File: src/rtl/crc32r_pkg.sv
// Package for the reflected CRC-32 block: register map, reset values and byte fold.
`timescale 1ns / 1ps

package crc32r_pkg;

  localparam int unsigned CRC_W   = 32;
  localparam int unsigned BYTE_W  = 8;
  localparam int unsigned ADDR_W  = 3;

  localparam logic [CRC_W-1:0] POLY_RESET = 32'hDEAD_CAFE;
  localparam logic [CRC_W-1:0] INIT_RESET = 32'hFFFF_FFFF;
  localparam logic [CRC_W-1:0] XOR_OUT    = 32'hFFFF_FFFF;

  // register index, taken from paddr[2]
  typedef enum logic {
    REG_POLY = 1'b0,
    REG_INIT = 1'b1
  } reg_idx_t;

  // eight shift-right steps, LSB of the byte first
  function automatic logic [CRC_W-1:0] fold_byte(
    input logic [CRC_W-1:0]  acc,
    input logic [BYTE_W-1:0] data,
    input logic [CRC_W-1:0]  poly
  );
    logic [CRC_W-1:0] r;
    logic             fb;
    r = acc;
    for (int k = 0; k < BYTE_W; k++) begin
      fb = r[0] ^ data[k];
      r  = {1'b0, r[CRC_W-1:1]};
      if (fb) begin
        r = r ^ poly;
      end
    end
    return r;
  endfunction

endpackage

File: src/rtl/reflected_crc32_custom_poly.sv
// Reflected CRC-32 over a byte stream with programmable polynomial and seed.
// Checksum path: the last byte is held in the input register, then folded into the result register.
// Throughput: one byte per cycle; the eight-step fold is unrolled shift/XOR logic between
// the input register and the remainder/result registers. A last byte waits while an
// unread checksum holds the result register, which stalls the input.
// Reset (rst_n, synchronous): polynomial 0xDEADCAFE, initial value and remainder all ones,
// all pipeline stages empty.
`timescale 1ns / 1ps

module reflected_crc32_custom_poly (
  input  logic                          clk,
  input  logic                          rst_n,
  // input stream
  input  logic                          in_tvalid,
  output logic                          in_tready,
  input  logic [crc32r_pkg::BYTE_W-1:0] in_tdata,   // [7:0] data_byte
  input  logic                          in_tlast,   // last_byte
  // result stream
  output logic                          out_tvalid,
  input  logic                          out_tready,
  output logic [crc32r_pkg::CRC_W-1:0]  out_tdata,  // [31:0] checksum
  // configuration
  input  logic                          cfg_psel,
  input  logic                          cfg_penable,
  input  logic                          cfg_pwrite,
  input  logic [crc32r_pkg::ADDR_W-1:0] cfg_paddr,
  input  logic [crc32r_pkg::CRC_W-1:0]  cfg_pwdata,
  output logic [crc32r_pkg::CRC_W-1:0]  cfg_prdata,
  output logic                          cfg_pready
);
  import crc32r_pkg::*;

  logic [CRC_W-1:0]  poly_r, poly_nxt;
  logic [CRC_W-1:0]  init_r, init_nxt;
  logic [CRC_W-1:0]  rem_r, rem_nxt;

  logic              s1_valid_r, s1_valid_nxt;
  logic [BYTE_W-1:0] s1_data_r, s1_data_nxt;
  logic              s1_last_r, s1_last_nxt;

  logic              out_valid_r, out_valid_nxt;
  logic [CRC_W-1:0]  out_data_r, out_data_nxt;

  logic              cfg_wr;
  reg_idx_t          cfg_idx;
  logic [CRC_W-1:0]  folded;
  logic              s1_take;
  logic              in_acc;

  assign cfg_pready = 1'b1;
  assign cfg_wr     = cfg_psel && cfg_penable && cfg_pwrite;
  assign cfg_idx    = reg_idx_t'(cfg_paddr[2]);

  always_comb begin
    case (cfg_idx)
      REG_POLY: cfg_prdata = poly_r;
      REG_INIT: cfg_prdata = init_r;
      default:  cfg_prdata = '0;
    endcase
  end

  assign folded = fold_byte(rem_r, s1_data_r, poly_r);

  // a last byte needs room in the result register; other bytes always drain
  assign s1_take   = s1_valid_r && (!s1_last_r || !out_valid_r || out_tready);
  assign in_tready = !s1_valid_r || s1_take;
  assign in_acc    = in_tvalid && in_tready;

  assign out_tvalid = out_valid_r;
  assign out_tdata  = out_data_r;

  always_comb begin
    poly_nxt      = poly_r;
    init_nxt      = init_r;
    rem_nxt       = rem_r;
    s1_valid_nxt  = s1_valid_r;
    s1_data_nxt   = s1_data_r;
    s1_last_nxt   = s1_last_r;
    out_valid_nxt = out_valid_r;
    out_data_nxt  = out_data_r;

    if (cfg_wr) begin
      case (cfg_idx)
        REG_POLY: poly_nxt = cfg_pwdata;
        REG_INIT: init_nxt = cfg_pwdata;
        default:  ;
      endcase
    end

    if (out_valid_r && out_tready) begin
      out_valid_nxt = 1'b0;
    end

    if (s1_take) begin
      s1_valid_nxt = 1'b0;
      if (s1_last_r) begin
        rem_nxt       = init_r;
        out_valid_nxt = 1'b1;
        out_data_nxt  = folded ^ XOR_OUT;
      end else begin
        rem_nxt = folded;
      end
    end

    if (in_acc) begin
      s1_valid_nxt = 1'b1;
      s1_data_nxt  = in_tdata;
      s1_last_nxt  = in_tlast;
    end
  end

  always_ff @(posedge clk) begin
    if (!rst_n) begin
      poly_r      <= POLY_RESET;
      init_r      <= INIT_RESET;
      rem_r       <= INIT_RESET;
      s1_valid_r  <= 1'b0;
      out_valid_r <= 1'b0;
    end else begin
      poly_r      <= poly_nxt;
      init_r      <= init_nxt;
      rem_r       <= rem_nxt;
      s1_valid_r  <= s1_valid_nxt;
      out_valid_r <= out_valid_nxt;
    end
  end

  always_ff @(posedge clk) begin
    s1_data_r  <= s1_data_nxt;
    s1_last_r  <= s1_last_nxt;
    out_data_r <= out_data_nxt;
  end

endmodule
File: config.mk
export PLATFORM = sky130hd
export DESIGN_NAME = reflected_crc32_custom_poly
export DESIGN_NICKNAME = d
export VERILOG_FILES = /design/src/rtl/crc32r_pkg.sv /design/src/rtl/reflected_crc32_custom_poly.sv
export SDC_FILE = /design/constraint.sdc
export NUM_CORES = 1
export LEC_CHECK = 0
export BUFFER_PORTS_ARGS = -buffer_cell sky130_fd_sc_hd__buf_2
export CAP_MARGIN = 25
export CELL_PAD_IN_SITES_DETAIL_PLACEMENT = 1
export CELL_PAD_IN_SITES_GLOBAL_PLACEMENT = 1
export CORE_UTILIZATION = 48
export DETAILED_ROUTE_END_ITERATION = 10
export PLACE_DENSITY_LB_ADDON = 0.1
export SYNTH_ARGS = -nofsm -noshare
export SYNTH_HDL_FRONTEND = slang
export SYNTH_SLANG_ARGS = --single-unit
File: constraint.sdc
create_clock -name clk -period 6.87 [get_ports clk]
set_input_delay 0.687 -clock clk [delete_from_list [all_inputs] [get_ports clk]]
set_output_delay 0.687 -clock clk [all_outputs]
set_load 0.03 [all_outputs]
==> results of run 1 <==
flip-flops by register name, indices dropped and copies added, names as in the netlist:
name / cells
rem_r: 32
out_tdata: 32
s1_last_r: 1
poly_r: 32
s1_valid_r: 1
s1_data_r: 8
init_r: 32
out_tvalid: 1
worst max-delay path by stage:
stage                                start                 endpoint  slack (ps)
global placement    s1_data_r[1]$_DFFE_PP_  out_tdata[15]$_DFFE_PP_        1970
CTS                 s1_data_r[1]$_DFFE_PP_   rem_r[15]$_SDFFE_PN1P_        1800
floorplan           s1_data_r[1]$_DFFE_PP_  out_tdata[24]$_DFFE_PP_        3020
detailed placement  s1_data_r[1]$_DFFE_PP_  out_tdata[14]$_DFFE_PP_        1820
global route        poly_r[1]$_SDFFE_PN1P_   rem_r[15]$_SDFFE_PN1P_        1560
finish              poly_r[1]$_SDFFE_PN1P_   rem_r[14]$_SDFFE_PN1P_        1870
cells in the final DEF, fill, tap and decap left out, types with 30 or more instances in the layout:
master,synthesis,layout
buf_2,7,113
dfxtp_1,98,98
xnor2_1,206,204
edfxtp_1,41,41
nand2_1,346,346
o21ai_0,36,36
mux2_2,31,31
xnor2_2,28,30
nand3_1,69,69
a21oi_1,39,39
Yosys cell counts, types with 2 or more instances:
master / instances / area, sq um
a211o_1: 2 / 17.52
a211oi_1: 7 / 52.55
a21boi_0: 12 / 90.09
a21o_1: 4 / 30.03
a21oi_1: 39 / 195.2
a311o_1: 2 / 20.02
a31oi_1: 5 / 31.28
and2_1: 6 / 37.54
and3_1: 7 / 43.79
and3_4: 25 / 281.5
buf_1: 11 / 41.29
buf_2: 7 / 35.03
buf_6: 4 / 45.04
clkbuf_1: 94 / 352.8
dfxtp_1: 98 / 1962
edfxtp_1: 41 / 1231
inv_1: 7 / 26.28
mux2_2: 31 / 349.1
mux2i_1: 6 / 60.06
nand2_1: 346 / 1299
nand2b_1: 2 / 12.51
nand3_1: 69 / 345.3
nand3b_1: 28 / 210.2
nand4_1: 2 / 12.51
nand4b_1: 28 / 245.2
nor2_1: 12 / 45.04
nor3_1: 5 / 25.02
nor4_1: 3 / 18.77
o2111ai_1: 2 / 17.52
o211a_1: 2 / 20.02
o211ai_1: 7 / 52.55
o21a_1: 2 / 15.01
o21ai_0: 36 / 180.2
o221ai_1: 2 / 17.52
o22ai_1: 2 / 12.51
o32a_1: 2 / 20.02
or2_2: 2 / 12.51
or3_1: 3 / 18.77
xnor2_1: 206 / 1804
xnor2_2: 28 / 455.4
xnor2_4: 3 / 82.58
xnor3_1: 3 / 67.56
xor2_1: 12 / 105.1
stage by stage:
stage / worst slack [ps] / hold WS [ps] / instance area [sq um] / utilization
2_1_floorplan: 3018 / 447.6 / 10260 / -
3_3_place_gp: 1972 / 464.5 / 10890 / 0.5198
3_5_place_dp: 1815 / 472.2 / 10920 / 0.5211
4_1_cts: 1795 / 412.2 / 11490 / 0.5482
5_1_grt: 1555 / 411.9 / 11490 / 0.5485
6_report: 1871 / 425.5 / 11490 / 0.5485
final cells by class:
class / instances / area (sq um)
repair buffers: 137 / 765.7
flip-flops and latches: 139 / 3193
inverters: 8 / 30.03
clock buffers: 18 / 429.2
clock inverters: 14 / 138.9
well taps: 275 / 344.1
fillers: 2565 / 9460
multi-input cells: 977 / 6594
power by group:
part / switching, W / leakage [nW] / total (W) / internal (W)
Combinational: 0.00243 / 3.27 / 0.00464 / 0.00220
Sequential: 0.0000869 / 1.18 / 0.00130 / 0.00121
Clock: 0.000411 / 0.270 / 0.000918 / 0.000506
routing by layer:
metal,up-vias,GRT usage
li1,4199,-
met1,4490,0.3743
met2,207,0.5157
met3,35,0.04233
met4,0,0.07835
met5,-,0
worst register-to-register path: cells and delay by family, from the launching register on:
| kind | cells | cell delay (ps) |
|---|---|---|
| compound gates | 3 | 690 |
| buf+inv | 2 | 800 |
| simple gates | 4 | 1140 |
| mux | 1 | 140 |
| flops | 1 | 760 |
| xor+xnor | 3 | 1340 |
cells by family (layout without fill, tap and decap cells):
group	after synthesis	after routing	synth area share
AND/OR/NAND/NOR	546	546	0.2605
XOR/XNOR	254	254	0.2491
AO/OA/AOI/OAI	139	139	0.08894
flip-flops	139	139	0.3113
buffers and inverters	125	177	0.04990
multiplexers	37	37	0.03989
other	1	1	0.0003656
==> summary.txt, run 1 <==
Status: complete, no violations
Hold EP: s1_last_r$_DFFE_PP_
Power per cell area: 596.3 mW/mm^2
Fraction of layout cells with a size suffix above 1: 0.2111
Port bufs: 114
Slowest cell delay on critical path: 810 ps
CTS Buf Count: 17
Chip width: 148.2 um
Final Hold Fails: 0
Synthesis-stage register bit count: 139
HPWL Detailed: 20.29 mm
Max Cap Viol: 0
Tot Pwr: 0.006854 W
Final period util: 0.7276
Initial antenna violation count: 0
Routed WL: 31.34 mm
Final setup violation count: 0
FF-to-FF Start: poly_r[1]$_SDFFE_PN1P_
Max Freq: 0.2001 GHz
# placed instances: 1535
Final GP Congestion: 0.8287
Crit-path max FO: 19
Largest net degree at the start of global routing: 73
Hold buffer count at cts: 0
Cell family with most CP delay: XOR/XNOR gates
Max-slew violation count: 0
R2r endpoint: rem_r[14]$_SDFFE_PN1P_
Non-Filler Instances: 1568
Max layer used: met4
Num rows: 53
Hold Path Origin: in_tlast
R2r setup slk: 1870 ps
Clock Root Buffer: clkbuf_16
GRT Total Usage: 0.2935
Clk buf depth: 2
Die height: 148.2 um
First-pass GRT wire length: 50.27 mm
Final net count: 1331
Met1 wire length: 13.96 mm
Post-Syn Nets: 1292
FFs w/ async S/R, synth: 0
Register area share after synthesis: 0.3113
Drt first pass iters: 5
Post_cts resized: 0
CP required: 7180 ps
Cells after synthesis: 1241
Clock-pin slew on the worst setup and hold paths: 70 ps
RSZ-0062 raised after global routing: false
YS warnings: 0
Core ar.: 0.02096 sq mm
FF-to-FF path depth: 13
CTS H-tree lvls: 4
Slowest CP cell: xnor3_1
Setup bufs post-CTS: 0
Post-DRT Antenna Nets: 0
Lkg Pwr: 4.721 nW
Vias in the first global route: 9166
Crit path cell chain: inv_1 > nor3_1 > or2_0 > mux2i_1 > a311o_1 > a21o_1 > and2_1 > xnor3_1 > buf_4 > nand2_1 > xnor2_1 > xnor2_2 > a21oi_1
Critical setup path kind: flip-flop to flip-flop
CP Depth: 13
Grt total ovfl: 0
Number of DRC markers in iteration 0: 426
Setup TNS: 0 ps
Worst Path Arrival: 5310 ps
N_diodes: 0
Hold Path Cell Cnt: 1
Worst relative slew slack: 0.3071
CTS tree: yes
Io pins: 118
Area Overhead vs Synth: 12.08%
Drt via density: 5.696
Worst skew pair latency: 440 ps
Buffers & Inverters on Critical Path: 2
Setup crit end kind: flip-flop
Maximum VDD drop: 0.0002666 V
Post-synth EDFFs: 41
Die Area: 0.02196 sq mm
Count of cell types in the netlist: 69
Met3 wire length: 1.286 mm
TritonCTS Sinks: 139
Fin Clk Skew: 10.89 ps
DRC Markers: 0
CP startpoint kind: flip-flop
Ys flop type: dfxtp_1
Syn_area_per_cell: 8.264 sq um
Clock period minus final worst setup slack: 4999 ps
Hold Path Class: input pin to flip-flop
Starting Density: 0.4894
Met2 wire length: 15.64 mm
Slew at the pin with the worst max-slew slack: 1039 ps
Via count: 8931
Synth Cell Area: 0.01026 sq mm
Routed wire per std cell: 19.99 um
No activity file was read; power rests on OpenSTA's default activity.
==> inputs of run 2 (changes only) <==
--- a/config.mk
+++ b/config.mk
@@ -9,7 +9,7 @@
 export CAP_MARGIN = 25
 export CELL_PAD_IN_SITES_DETAIL_PLACEMENT = 1
 export CELL_PAD_IN_SITES_GLOBAL_PLACEMENT = 1
-export CORE_UTILIZATION = 48
+export CORE_UTILIZATION = 41
 export DETAILED_ROUTE_END_ITERATION = 10
 export PLACE_DENSITY_LB_ADDON = 0.1
 export SYNTH_ARGS = -nofsm -noshare
==> constraint.sdc (replaced) <==
create_clock -name clk -period 4.5 [get_ports clk]
set_input_delay 0.45 -clock clk [delete_from_list [all_inputs] [get_ports clk]]
set_output_delay 0.45 -clock clk [all_outputs]
set_load 0.03 [all_outputs]
==> run 2 against run 1 <==
Compared with the run above:
- via count is 0.88% lower
- largest cell class unchanged
- first-iteration DRC count is 22% higher
- utilization is 6.7 points lower
- sequential cell count is the same
- register-to-register slack worse by 1700 ps
- count of clock-buffer cells in the layout did not move
- clock skew up 2.6 ps
- fmax up 17%
- combinational power increased by 56%
- power up 55%
==> summary.txt, run 2 (synthesized netlist as in run 1, its figures left out) <==
Status: complete, no violations
Max Cap Viol: 0
Clk buf depth: 2
CP most frequent cell: buf_4
Hold buffer count at cts: 0
Core ar.: 0.02446 sq mm
Worst skew pair latency: 440 ps
Setup TNS: 0 ps
RSZ-0062 raised after global routing: false
Cell family with most CP delay: simple AND/OR/NAND/NOR gates
Drt first pass iters: 5
Routed WL: 32.04 mm
Internal Power: 0.006160 W
Setup crit end kind: flip-flop
Fin util: 0.4818
Drt via density: 5.378
CTS H-tree lvls: 4
Num rows: 57
Final Hold Fails: 0
Most common cell after layout, fill and taps aside: nand2_1
Flop pwr share: 0.186
N_diodes: 0
Lkg Pwr: 4.863 nW
Switching part of the total power: 0.4206
Hold Path Class: input pin to flip-flop
Io pins: 118
Fin Clk Skew: 13.52 ps
Clock Root Buffer: clkbuf_16
Clock-pin slew on the worst setup and hold paths: 70 ps
Die height: 160.2 um
Post-DRT Antenna Nets: 0
Maximum VDD drop: 0.0004151 V
Vias in the first global route: 9193
# placed instances: 1611
GRT Total Usage: 0.2544
Switching power: 0.004471 W
Critical setup path kind: flip-flop to flip-flop
Slowest CP cell: or4_4
Crit path cell chain: xnor2_2 > buf_4 > nor2_2 > xnor2_4 > or3b_2 > and2_1 > xor3_1 > nor2_1 > a311o_1 > or4_4 > and3_1 > xnor2_1 > buf_4 > a21oi_1
Clock period minus final worst setup slack: 4281 ps
Area Overhead vs Synth: 14.91%
Commonest non-fill, non-tap cells in the layout: nand2_1 (346), xnor2_1 (204), buf_2 (113)
TritonCTS Sinks: 139
DRC Markers: 0
Final setup violation count: 0
CTS Buf Count: 17
Final GP Congestion: 0.8400
Final net count: 1360
Gate power share: 0.681
Routed wire per std cell: 19.46 um
Max Freq: 0.2336 GHz
Largest net degree at the start of global routing: 90
Clock Power Share: 0.133
Die Area: 0.02565 sq mm
Max-slew violation count: 0
Tot Pwr: 0.01063 W
Via count: 8852
CTS tree: yes
CP startpoint kind: flip-flop
First-pass GRT wire length: 51.18 mm
HPWL Detailed: 21.17 mm
Final period util: 0.9514
Power per cell area: 902.1 mW/mm^2
Slew at the pin with the worst max-slew slack: 995.5 ps
Fraction of layout cells with a size suffix above 1: 0.2284
Buffers & Inverters on Critical Path: 2
Worst Path Arrival: 4590 ps
Port bufs: 114
CP required: 4810 ps
Chip width: 160.2 um
Starting Density: 0.4193
Crit-path max FO: 9
Number of DRC markers in iteration 0: 518
Initial antenna violation count: 0
Non-Filler Instances: 1646
Slowest cell delay on critical path: 640 ps
Grt total ovfl: 0
Worst relative slew slack: 0.3364
[run 2: final timing paths]
check | start | to | slack, ps | cells after the start
max | s1_data_r[0]$_DFFE_PP_ | rem_r[0]$_SDFFE_PN1P_ | 220 | 14
max reg2reg | s1_data_r[0]$_DFFE_PP_ | rem_r[0]$_SDFFE_PN1P_ | 220 | 14
min | in_tlast | s1_last_r$_DFFE_PP_ | 190 | 1
min reg2reg | init_r[27]$_SDFFE_PN1P_ | init_r[27]$_SDFFE_PN1P_ | 480 | 2
[run 2: area by class of cell]
type	instances	area, sq um
clock inverter	14	136.4
inverter	8	30.03
multi-input combinational	977	6595
tap	324	405.4
clock buffer	18	429.2
fill	2921	12680
sequential	139	3193
timing repair buffer	166	996.0
[run 2: per-layer routing]
layer / global-route usage / routed length, um / share of wire / up-vias
met5: 0 / 0 / 0 / -
met4: 0.06407 / 366 / 0.011 / 0
met3: 0.03169 / 863 / 0.027 / 26
met2: 0.4405 / 15630 / 0.49 / 152
met1: 0.3336 / 15170 / 0.47 / 4421
li1: - / - / - / 4253
[run 2: power groups by stage]
stage / logic [W] / clock network [W] / registers [W]
after detailed placement: 0.00723 / 0 / 0.00200
after floorplan: 0.00555 / 0 / 0.00227
after global routing: 0.00779 / 0.00149 / 0.00200
after CTS: 0.00731 / 0.00143 / 0.00198
final: 0.00724 / 0.00141 / 0.00198
after global placement: 0.00716 / 0 / 0.00201
[run 2: timing repair]
action                                 4_1_cts  5_1_grt
buffers inserted                             0        2
setup endpoints to repair                    0        2
gates resized for setup                      0        0
endpoints found under the hold margin        0        0
[run 2: metrics by stage]
step / setup slack (ps) / hold slack, ps / instance area, sq um
5_1_grt: 17.59 / 174.6 / 11790
4_1_cts: 114.6 / 176.7 / 11740
3_3_place_gp: 182.2 / 465.4 / 11180
2_1_floorplan: 648.2 / 447.6 / 10260
3_5_place_dp: 111.3 / 469.0 / 11180
6_report: 218.6 / 192.0 / 11790
